--- src/rtl/core/sha1sh_pkg.sv ---
// Shared types and constants for the SHA-1 stream hasher.
// Used by sha1sh_ctrl, sha1sh_dp and sha1_stream_hasher_unit; no dependencies.
package sha1sh_pkg;

   // input action codes (req_tuser)
   localparam logic ACT_ABSORB = 1'b0;
   localparam logic ACT_FINISH = 1'b1;

   // source of the byte pushed into the block buffer
   localparam logic [1:0] SRC_DATA = 2'd0;
   localparam logic [1:0] SRC_PAD  = 2'd1;
   localparam logic [1:0] SRC_ZERO = 2'd2;
   localparam logic [1:0] SRC_LEN  = 2'd3;

   // round function groups
   localparam logic [1:0] PH_CH   = 2'd0;
   localparam logic [1:0] PH_PAR1 = 2'd1;
   localparam logic [1:0] PH_MAJ  = 2'd2;
   localparam logic [1:0] PH_PAR2 = 2'd3;

   localparam logic [31:0] K_CH   = 32'h5A827999;
   localparam logic [31:0] K_PAR1 = 32'h6ED9EBA1;
   localparam logic [31:0] K_MAJ  = 32'h8F1BBCDC;
   localparam logic [31:0] K_PAR2 = 32'hCA62C1D6;

   localparam logic [7:0] PAD_BYTE = 8'h80;
   localparam logic [5:0] LEN_START = 6'd56;

   localparam int WORD_W    = 32;
   localparam int NUM_WORDS = 5;
   localparam int LEN_W     = 61;

   localparam logic [NUM_WORDS-1:0][WORD_W-1:0] INIT_CHAIN = {
      32'hC3D2E1F0, 32'h10325476, 32'h98BADCFE, 32'hEFCDAB89, 32'h67452301
   };

   typedef struct packed {
      logic       push;       // shift one byte into the block buffer
      logic [1:0] byte_src;
      logic [2:0] len_sel;    // which length byte, most significant first
      logic       len_inc;
      logic       load_work;  // a..e <= chaining words
      logic       round;      // one compression round
      logic [1:0] phase;
      logic       fold;       // chaining words += a..e
      logic       clear;      // back to initial chaining words and zero length
      logic [2:0] word_sel;
   } sha1sh_cmd_type;

endpackage

--- src/rtl/core/sha1sh_dp.sv ---
// SHA-1 datapath: block buffer / schedule window, work registers, chaining
// words and byte count. Depends on sha1sh_pkg; driven by sha1sh_ctrl.
module sha1sh_dp (
   input  logic                      clock,
   input  logic                      reset,
   input  sha1sh_pkg::sha1sh_cmd_type cmd,
   input  logic [7:0]                data_byte,
   output logic [31:0]               digest_word
);
   import sha1sh_pkg::*;

   // block buffer doubles as the 16-word schedule window; first byte on top
   logic [511:0] blk_ff, blk_in;
   logic [NUM_WORDS-1:0][WORD_W-1:0] h_ff, h_in;
   logic [WORD_W-1:0] a_ff, b_ff, c_ff, d_ff, e_ff;
   logic [WORD_W-1:0] a_in, b_in, c_in, d_in, e_in;
   logic [LEN_W-1:0]  len_ff, len_in;

   logic [63:0]       bit_len;
   logic [7:0]        len_byte;
   logic [7:0]        push_byte;
   logic [WORD_W-1:0] w_cur, w_x, w_new, f_val, k_val, t_val;

   assign bit_len  = {len_ff, 3'b000};
   assign len_byte = bit_len[{~cmd.len_sel, 3'b000} +: 8];

   always_comb begin
      case (cmd.byte_src)
         SRC_DATA: push_byte = data_byte;
         SRC_PAD:  push_byte = PAD_BYTE;
         SRC_ZERO: push_byte = 8'h00;
         SRC_LEN:  push_byte = len_byte;
         default:  push_byte = 8'h00;
      endcase
   end

   assign w_cur = blk_ff[511:480];
   assign w_x   = blk_ff[95:64] ^ blk_ff[255:224] ^ blk_ff[447:416] ^ blk_ff[511:480];
   assign w_new = {w_x[30:0], w_x[31]};

   always_comb begin
      case (cmd.phase)
         PH_CH:   begin f_val = (b_ff & c_ff) | (~b_ff & d_ff);              k_val = K_CH;   end
         PH_PAR1: begin f_val = b_ff ^ c_ff ^ d_ff;                          k_val = K_PAR1; end
         PH_MAJ:  begin
            f_val = (b_ff & c_ff) | (b_ff & d_ff) | (c_ff & d_ff);
            k_val = K_MAJ;
         end
         PH_PAR2: begin f_val = b_ff ^ c_ff ^ d_ff;                          k_val = K_PAR2; end
         default: begin f_val = b_ff ^ c_ff ^ d_ff;                          k_val = K_PAR2; end
      endcase
   end

   assign t_val = {a_ff[26:0], a_ff[31:27]} + f_val + e_ff + k_val + w_cur;

   always_comb begin
      blk_in = blk_ff;
      a_in   = a_ff;
      b_in   = b_ff;
      c_in   = c_ff;
      d_in   = d_ff;
      e_in   = e_ff;
      h_in   = h_ff;
      len_in = len_ff;

      if (cmd.push) begin
         blk_in = {blk_ff[503:0], push_byte};
      end else if (cmd.round) begin
         blk_in = {blk_ff[479:0], w_new};
      end

      if (cmd.len_inc) begin
         len_in = len_ff + LEN_W'(1);
      end

      if (cmd.load_work) begin
         a_in = h_ff[0];
         b_in = h_ff[1];
         c_in = h_ff[2];
         d_in = h_ff[3];
         e_in = h_ff[4];
      end else if (cmd.round) begin
         a_in = t_val;
         b_in = a_ff;
         c_in = {b_ff[1:0], b_ff[31:2]};
         d_in = c_ff;
         e_in = d_ff;
      end

      if (cmd.fold) begin
         h_in[0] = h_ff[0] + a_ff;
         h_in[1] = h_ff[1] + b_ff;
         h_in[2] = h_ff[2] + c_ff;
         h_in[3] = h_ff[3] + d_ff;
         h_in[4] = h_ff[4] + e_ff;
      end

      if (cmd.clear) begin
         h_in   = INIT_CHAIN;
         len_in = '0;
      end
   end

   always_ff @(posedge clock) begin
      if (reset) begin
         h_ff   <= INIT_CHAIN;
         len_ff <= '0;
      end else begin
         h_ff   <= h_in;
         len_ff <= len_in;
      end
   end

   always_ff @(posedge clock) begin
      blk_ff <= blk_in;
      a_ff   <= a_in;
      b_ff   <= b_in;
      c_ff   <= c_in;
      d_ff   <= d_in;
      e_ff   <= e_in;
   end

   always_comb begin
      case (cmd.word_sel)
         3'd0:    digest_word = h_ff[0];
         3'd1:    digest_word = h_ff[1];
         3'd2:    digest_word = h_ff[2];
         3'd3:    digest_word = h_ff[3];
         3'd4:    digest_word = h_ff[4];
         default: digest_word = h_ff[4];
      endcase
   end

endmodule

--- src/rtl/core/sha1sh_ctrl.sv ---
// SHA-1 sequencer: fill count, padding steps, round counter and digest readout.
// Depends on sha1sh_pkg; issues commands to sha1sh_dp.
module sha1sh_ctrl (
   input  logic                       clock,
   input  logic                       reset,
   input  logic                       req_valid,
   input  logic                       req_action,
   output logic                       req_ready,
   output logic                       rsp_valid,
   input  logic                       rsp_ready,
   output logic                       rsp_last,
   output logic [2:0]                 rsp_index,
   output sha1sh_pkg::sha1sh_cmd_type cmd
);
   import sha1sh_pkg::*;

   localparam logic [2:0] S_IDLE  = 3'd0;
   localparam logic [2:0] S_ROUND = 3'd1;
   localparam logic [2:0] S_FOLD  = 3'd2;
   localparam logic [2:0] S_PADZ  = 3'd3;
   localparam logic [2:0] S_PADL  = 3'd4;
   localparam logic [2:0] S_OUT   = 3'd5;

   localparam logic [6:0] LAST_ROUND = 7'd79;
   localparam logic [2:0] LAST_WORD  = 3'd4;
   localparam logic [5:0] LAST_BYTE  = 6'd63;

   logic [2:0] state_ff, state_in;
   logic [2:0] ret_ff, ret_in;       // where to go after the fold
   logic [5:0] fill_ff, fill_in;
   logic [6:0] rnd_ff, rnd_in;
   logic [2:0] idx_ff, idx_in;

   always_comb begin
      state_in = state_ff;
      ret_in   = ret_ff;
      fill_in  = fill_ff;
      rnd_in   = rnd_ff;
      idx_in   = idx_ff;
      cmd      = '0;
      req_ready = 1'b0;
      rsp_valid = 1'b0;

      cmd.len_sel  = fill_ff[2:0];
      cmd.word_sel = idx_ff;
      if (rnd_ff < 7'd20)      cmd.phase = PH_CH;
      else if (rnd_ff < 7'd40) cmd.phase = PH_PAR1;
      else if (rnd_ff < 7'd60) cmd.phase = PH_MAJ;
      else                     cmd.phase = PH_PAR2;

      case (state_ff)
         S_IDLE: begin
            req_ready = 1'b1;
            if (req_valid) begin
               cmd.push = 1'b1;
               fill_in  = fill_ff + 6'd1;
               if (req_action == ACT_FINISH) begin
                  cmd.byte_src = SRC_PAD;
                  ret_in       = S_PADZ;
               end else begin
                  cmd.byte_src = SRC_DATA;
                  cmd.len_inc  = 1'b1;
                  ret_in       = S_IDLE;
               end
               if (fill_ff == LAST_BYTE) begin
                  cmd.load_work = 1'b1;
                  rnd_in        = '0;
                  state_in      = S_ROUND;
               end else begin
                  state_in = ret_in;
               end
            end
         end
         S_ROUND: begin
            cmd.round = 1'b1;
            rnd_in    = rnd_ff + 7'd1;
            if (rnd_ff == LAST_ROUND) begin
               state_in = S_FOLD;
            end
         end
         S_FOLD: begin
            cmd.fold = 1'b1;
            state_in = ret_ff;
         end
         S_PADZ: begin
            cmd.push = 1'b1;
            fill_in  = fill_ff + 6'd1;
            if (fill_ff == LEN_START) begin
               cmd.byte_src = SRC_LEN;
               state_in     = S_PADL;
            end else begin
               cmd.byte_src = SRC_ZERO;
               if (fill_ff == LAST_BYTE) begin
                  cmd.load_work = 1'b1;
                  rnd_in        = '0;
                  ret_in        = S_PADZ;
                  state_in      = S_ROUND;
               end
            end
         end
         S_PADL: begin
            cmd.push     = 1'b1;
            cmd.byte_src = SRC_LEN;
            fill_in      = fill_ff + 6'd1;
            if (fill_ff == LAST_BYTE) begin
               cmd.load_work = 1'b1;
               rnd_in        = '0;
               ret_in        = S_OUT;
               state_in      = S_ROUND;
            end
         end
         S_OUT: begin
            rsp_valid = 1'b1;
            if (rsp_ready) begin
               if (idx_ff == LAST_WORD) begin
                  cmd.clear = 1'b1;
                  idx_in    = '0;
                  state_in  = S_IDLE;
               end else begin
                  idx_in = idx_ff + 3'd1;
               end
            end
         end
         default: begin
            state_in = S_IDLE;
         end
      endcase
   end

   assign rsp_last  = (idx_ff == LAST_WORD);
   assign rsp_index = idx_ff;

   always_ff @(posedge clock) begin
      if (reset) begin
         state_ff <= S_IDLE;
         ret_ff   <= S_IDLE;
         fill_ff  <= '0;
         rnd_ff   <= '0;
         idx_ff   <= '0;
      end else begin
         state_ff <= state_in;
         ret_ff   <= ret_in;
         fill_ff  <= fill_in;
         rnd_ff   <= rnd_in;
         idx_ff   <= idx_in;
      end
   end

endmodule

--- src/rtl/core/sha1_stream_hasher_unit.sv ---
// SHA-1 stream hasher top level: byte stream in, five digest words out.
// Depends on sha1sh_pkg, sha1sh_ctrl and sha1sh_dp.
//
//   channel  | dir | payload                              | sideband
//   ---------+-----+--------------------------------------+---------------------------
//   req_     | in  | tdata[7:0] message byte              | tuser[0] 0=absorb 1=finish
//   rsp_     | out | tdata[31:0] digest word, big-endian  | tuser[2:0] word index, tlast
//
// Every 64th absorb byte starts a compression (80 rounds at one round per
// cycle, then the chaining add). A finish pushes 9 to 72 padding bytes at
// one per cycle outside compression, with one or two compressions, then
// presents the five digest words, one per rsp transfer. req_tready is low
// while compressing, padding or presenting the digest; rsp_tready low simply
// holds the current word. Reset is synchronous and returns the initial
// chaining words, zero length and an empty buffer.
module sha1_stream_hasher_unit (
   input  logic        clock,
   input  logic        reset,
   input  logic        req_tvalid,
   output logic        req_tready,
   input  logic [7:0]  req_tdata,   // [7:0] data_byte
   input  logic [0:0]  req_tuser,   // [0] action
   output logic        rsp_tvalid,
   input  logic        rsp_tready,
   output logic [31:0] rsp_tdata,   // [31:0] digest_word
   output logic [2:0]  rsp_tuser,   // [2:0] word_index
   output logic        rsp_tlast
);
   import sha1sh_pkg::*;

   sha1sh_cmd_type cmd;

   sha1sh_ctrl u_ctrl (
      .clock      (clock),
      .reset      (reset),
      .req_valid  (req_tvalid),
      .req_action (req_tuser[0]),
      .req_ready  (req_tready),
      .rsp_valid  (rsp_tvalid),
      .rsp_ready  (rsp_tready),
      .rsp_last   (rsp_tlast),
      .rsp_index  (rsp_tuser),
      .cmd        (cmd)
   );

   sha1sh_dp u_dp (
      .clock       (clock),
      .reset       (reset),
      .cmd         (cmd),
      .data_byte   (req_tdata),
      .digest_word (rsp_tdata)
   );

endmodule
--- config.mk ---
export PLATFORM = sky130hd
export DESIGN_NAME = sha1_stream_hasher_unit
export DESIGN_NICKNAME = d
export VERILOG_FILES = /design/src/rtl/core/sha1sh_pkg.sv /design/src/rtl/core/sha1sh_dp.sv /design/src/rtl/core/sha1sh_ctrl.sv /design/src/rtl/core/sha1_stream_hasher_unit.sv
export SDC_FILE = /design/constraint.sdc
export NUM_CORES = 2
export LEC_CHECK = 0
export ABC_CLOCK_PERIOD_IN_PS = 17600
export BUFFER_PORTS_ARGS = -buffer_cell sky130_fd_sc_hd__clkbuf_2
export CORE_UTILIZATION = 58
export DETAILED_ROUTE_END_ITERATION = 7
export PLACE_DENSITY = 0.86
export SYNTH_ARGS = -nofsm -noshare
export SYNTH_HDL_FRONTEND = slang
export SYNTH_SLANG_ARGS = --single-unit
--- constraint.sdc ---
create_clock -name clock -period 17.6 [get_ports clock]
set_input_delay 5.28 -clock clock [delete_from_list [all_inputs] [get_ports clock]]
set_output_delay 5.28 -clock clock [all_outputs]
set_load 0.01 [all_outputs]
=== Yosys cells after proc, flatten, opt, wreduce, memory -nomap -nowiden ===
Index checks and enable logic that the tools add are counted.

* RAM bits: 0
* Logic and storage cells: 147
* Memories kept: 0
* Bits in read-only memories: 0
* Latch bits: 0
* Bits in registers: 915

* Multiplexer cells: 57
* Shifts and indexed selects: 1
* Multiply operators: 0
* Magnitude comparators: 3
* Div/mod/pow operators: 0
* Equal/unequal tests: 25
* Bitwise operators: 14
* Reductions and logical operators: 17
* Add/subtract/negate cells: 13

{| class="wikitable"
|+ Operators by type and width
! operator !! number
|-
| $mux 512 || 2
|-
| $mux 32 || 10
|-
| $add 32x32->32 || 9
|-
| $pmux 32 s4 || 2
|-
| $xor 32x32->32 || 5
|-
| $and 32x32->32 || 4
|-
| $or 32x32->32 || 3
|-
| $pmux 32 s3 || 1
|-
| $shiftx 64x7->8 || 1
|-
| $add 61x1->61 const B || 1
|-
| $mux 3 || 13
|-
| $not 32->32 || 1
|-
| $pmux 8 s4 || 1
|-
| $pmux 7 s4 || 1
|-
| $mux 7 || 3
|-
| $pmux 3 s3 || 2
|-
| $pmux 3 s6 || 1
|-
| $lt 7x6->1 const B || 2
|-
| $mux 1 || 14
|-
| $eq 3x2->1 const B || 4
|-
| $eq 6x6->1 const B || 2
|-
| $pmux 6 s2 || 1
|-
| $eq 3x3->1 const B || 3
|-
| $eq 2x2->1 const B || 4
|-
| 23 further kinds || 40
|}

=== Logic depth before layout (Yosys ltp) ===
* Depth after elaboration: 13
* Depth in mapped cells: 30
* Depth with buffers taken out: 26

=== By module ===
Synthesis repeated with hierarchy kept, for this count alone.

* Cell total of the unflattened synthesis: 4,505
* Area total of the unflattened synthesis: 53,000.8 sq um

{| class="wikitable"
|+ By module, submodules not included
! module !! cells an instance !! sequential area each (sq um) !! instances !! area each (sq um)
|-
| sha1sh_dp || 4,321 || 24,603.6 || 1 || 51,523.2
|-
| sha1sh_ctrl || 184 || 440.4 || 1 || 1,477.7
|}

=== Worst setup path before layout ===
Ideal clock, no wire load.

* Path type: input to register
* Start point: input req_tvalid
* End point: register u_dp.blk_ff[0] (enable)
* Required time: 13.907 ns
* Stages on the path: 6
* Setup slack: -0.735 ns
* Path buffers: 3
* Data arrival time: 14.642 ns
* Setup time: 3.693 ns
* Cell sequence: o21ai_0 and2_1 clkbuf_1 clkbuf_1 clkbuf_1 nand2_1

* Cells in the longest elaborated chain, start to end: 3

{| class="wikitable"
|+ RTL lines
! item !! RTL line !! text
|-
| from (decl) || sha1_stream_hasher_unit.sv:19 || <nowiki>input logic req_tvalid,</nowiki>
|-
| $mux 3 || sha1sh_ctrl.sv:54 || <nowiki>if (req_valid) begin</nowiki>
|-
| $pmux 3 s3 || sha1sh_ctrl.sv:51 || <nowiki>case (state_ff)</nowiki>
|-
| $reduce_bool 2->1 (no source line) || n/a ||
|-
| to (signal assigned) || sha1sh_dp.sv:115 || <nowiki>blk_ff <= blk_in;</nowiki>
|-
| to (decl) || sha1sh_dp.sv:13 || <nowiki>logic [511:0] blk_ff, blk_in;</nowiki>
|}

No other way between the ends.
A chain may end at the register's enable or synchronous reset.

=== Worst setup path after layout ===
* Start point: register u_ctrl.idx_ff[0], in the netlist u_ctrl.rsp_index[0]
* End point: output rsp_tdata[16]

* Cells in the longest elaborated chain, start to end: 2
* Elaborated cells between the ends (all ways): 5
* Those cells by class: 3 x eq/ne; 1 x mux; 1 x reduce/logical

{| class="wikitable"
|+ RTL lines
! item !! RTL line !! text
|-
| from (decl) || sha1sh_ctrl.sv:32 || <nowiki>logic [2:0] idx_ff, idx_in;</nowiki>
|-
| from (signal assigned) || sha1sh_ctrl.sv:145 || <nowiki>idx_ff <= idx_in;</nowiki>
|-
| $eq 3x2->1, or another cell as far along || sha1sh_dp.sv:124 || <nowiki>case (cmd.word_sel)</nowiki>
|-
| $pmux 32 s4 * || sha1sh_dp.sv:124 ||
|-
| to (decl) || sha1_stream_hasher_unit.sv:25 || <nowiki>output logic [31:0] rsp_tdata,</nowiki>
|}

Every way passes the cells marked *; elsewhere a longest branch is shown, timed or not.

==> out/qor.txt <==
Status - finished, violations left
Failing checks - design-rule violations
Clk sink count - 915
Post-route ant nets - 0
Die height - 304 µm
Final hold viol count - 0
Max incr delay on CP - 0.96 ns
Synthesized flop and latch total - 915
Most frequent cells in the layout - 2064 x nand2_1, 672 x edfxtp_1, 270 x a21oi_1
CTS H-tree lvls - 3
Core ar. - 90000 µm²
Most common cell after layout, fill and taps aside - nand2_1
Slew HR - 13.4%
Via count of the first global-routing pass - 40400
CP max FO - 48
WP data required - 12.32 ns
Final wirelength - 140 mm
HP Start - u_dp.len_ff[1]
Hold_buf cts - 0
I/O pins - 51
Die W - 304 µm
TritonCTS Buffers - 96
Synth warn - 0
Register area - 25000 µm²
Critical path's most frequent cell - buf_4
Top Family by Delay on Critical Path - simple AND/OR/NAND/NOR gates
Die area - 92100 µm²
Post-CTS sizing - 0
Netlist cell types - 81
Largest family of logic cells by synthesized area - simple AND/OR/NAND/NOR gates
Clock tree buffer depth - 3
WP buf/inv - 4
Final Cycle Share - 52.6%
Post-Synth Adder-Cell Area - 10.3%
RR Startpoint - u_ctrl.rnd_ff[2]
Slew Limit Fails - 0
Clk_lat worst skew - 0.71 ns
Post-CTS Setup Bufs - 0
Syn nets - 6157
Min Tclk post-route - 9.25 ns
Global-route wire length before repair - 216 mm
Iter 0 DRT Violations - 5337
Mapped cell area - 52700 µm²
DRC viols - 2
Tightest Hold Check Type - reg2reg
Post-synthesis mux area share - 0.892%
Row count - 110
Area Growth Syn to Fin - 8.01%
Simple-gate share of the synthesized area - 20.9%
F_max - 0.108 GHz
Placer Congestion - 0.974
Compound-Gate Fraction of Synth Area - 11.7%
Worst Tran Pin Value - 1.30 ns
Crit path max-delay cell type - or4_2
Via count - 42500
Initial Util - 58.6%
Gr usage total - 29.9%
Kind of critical path - reg2out
Root Driver - clkbuf_16
Routed wire per std cell - 20.1 µm
CP startpoint - u_ctrl.rsp_index[0]
Post-Syn Instances - 5784
Worst setup EP type - primary output
Pin count of the biggest net entering global routing - 276
DRT Pass-1 Iters - 8
Overflow after GRT - 0
Most common flop cell mapped by yosys - edfxtp_1
DR vias/cell - 6.11
DPL Wire Length - 93.7 mm
Share of cells above drive strength 1 - 5.14%
Fill cell count - 6778
PortBufs - 50
Fin util - 63.3%
Unrepaired setup endpoints after global routing - no
Fraction of registers with async set/reset - 0%
Avg Inst Size Synth - 9.12 µm²
Clock Skews - 0.0787 ns
Critical Path Source Type - register
Number of nets in the layout - 6070
Multi-input gate area - 25800 µm²
Critical-path cell list - inv_1, ha_1, nor2b_2, buf_4, or4_2, buf_4, a31oi_1, clkbuf_2
EDFF count, synth - 672
Worst-path clk slew - 0.07 ns
Sequential share of the synthesized area - 47.5%
WP data arrival - 3.97 ns
CTS tree - done
Setup-failing EPs final - 0
XOR/XNOR share of the synthesized area - 4.90%
Setup TNS - 0 ns
Initial antenna violation count - 0
MaxCap Viol Count - 0
worst reg2reg max path, stage by stage, from the launching register on:
cell and delay, ns:
dfxtp_1 0.36, nor2_1 0.12, o21ai_0 0.08, a221o_1 0.35, buf_4 0.34, inv_1 0.20, ha_1 0.96, buf_4 0.54
a221o_1 0.24, o31ai_1 0.09, fa_1 0.50, inv_1 0.10, fa_1 0.53, inv_1 0.06, fa_1 0.50, inv_1 0.04
ha_1 0.36, and3_1 0.24, a221o_1 0.33, a21o_1 0.22, a2111oi_2 0.44, nor3_1 0.17, or3_1 0.40, a31o_2 0.25
xnor2_1 0.12, mux2_2 0.27
path summary, 6_finish.rpt:
path | end | slack, ns | cells after the start
worst max-delay path | rsp_tdata[16] | 8.35 | 8
worst min-delay path | u_dp.len_ff[1] | 0.48 | 2
worst max register to register | u_dp.a_ff[31] | 9.54 | 25
worst min register to register | u_dp.len_ff[1] | 0.48 | 2
kinds of logic after synthesis:
kind of cell | count (synthesis)
AOI/OAI and AO/OA | 967
xor gates and xnor gates | 295
adders and majority gates | 360
buffers and inverters | 521
DFF | 915
muxes | 30
and+or+nand+nor | 2696
state kept, by name (all words and copies together) (netlist names), 6 cells and up:
name and count:
u_ctrl.fill_ff 6, u_ctrl.rnd_ff 7, u_dp.a_ff 32, u_dp.b_ff 32, u_dp.blk_ff 512, u_dp.c_ff 32, u_dp.d_ff 32, u_dp.e_ff 32
u_dp.h_ff 160, u_dp.len_ff 61
synthesized netlist by cell type (all sizes together) (101+ instances only):
master,number,area share [%]
nand2,2068,15
o21ai,215,2.0
xnor2,194,3.2
fa,125,4.7
nor2,243,1.7
dfxtp,243,9.2
inv,248,1.8
clkbuf,243,1.7
edfxtp,672,38
a21oi,270,2.6
xor2,101,1.7
ha,235,5.6
metrics by stage:
stage / worst slack [ns] / std cells / area [µm²] / hold WS (ns)
2_1_floorplan: 4.53 / 5784 / 52700 / 0.454
5_1_grt: 8.32 / 6955 / 56900 / 0.509
3_5_place_dp: 8.35 / 6775 / 53800 / 0.480
4_1_cts: 8.42 / 6955 / 56900 / 0.486
6_report: 8.35 / 6956 / 56900 / 0.483
3_3_place_gp: 8.43 / 6775 / 53800 / 0.469
per-layer routing:
metal | global-route usage, % | wire [µm] | vias to the layer above | part of all wire, %
met5 | 0 | 0 | - | 0
met2 | 48.1 | 64900 | 2245 | 46
met3 | 6.42 | 14500 | 417 | 10
met1 | 38.6 | 53900 | 20300 | 39
li1 | - | - | 19500 | -
met4 | 13.9 | 6420 | 0 | 4.6
final cells by class:
cell class                      instances  share of cell area, %
Multi-Input combinational cell       4348                   45.3
Sequential cell                       915                   44.0
Clock buffer                          132                   4.77
Tap cell                             1176                   2.58
Inverter                              249                   1.65
Timing Repair Buffer                   87                  0.971
Clock inverter                         48                  0.789
Antenna cell                            1                0.00439
Power is not shown: default switching activity piles up to over one toggle a cycle in this logic, so the estimate is an artifact.
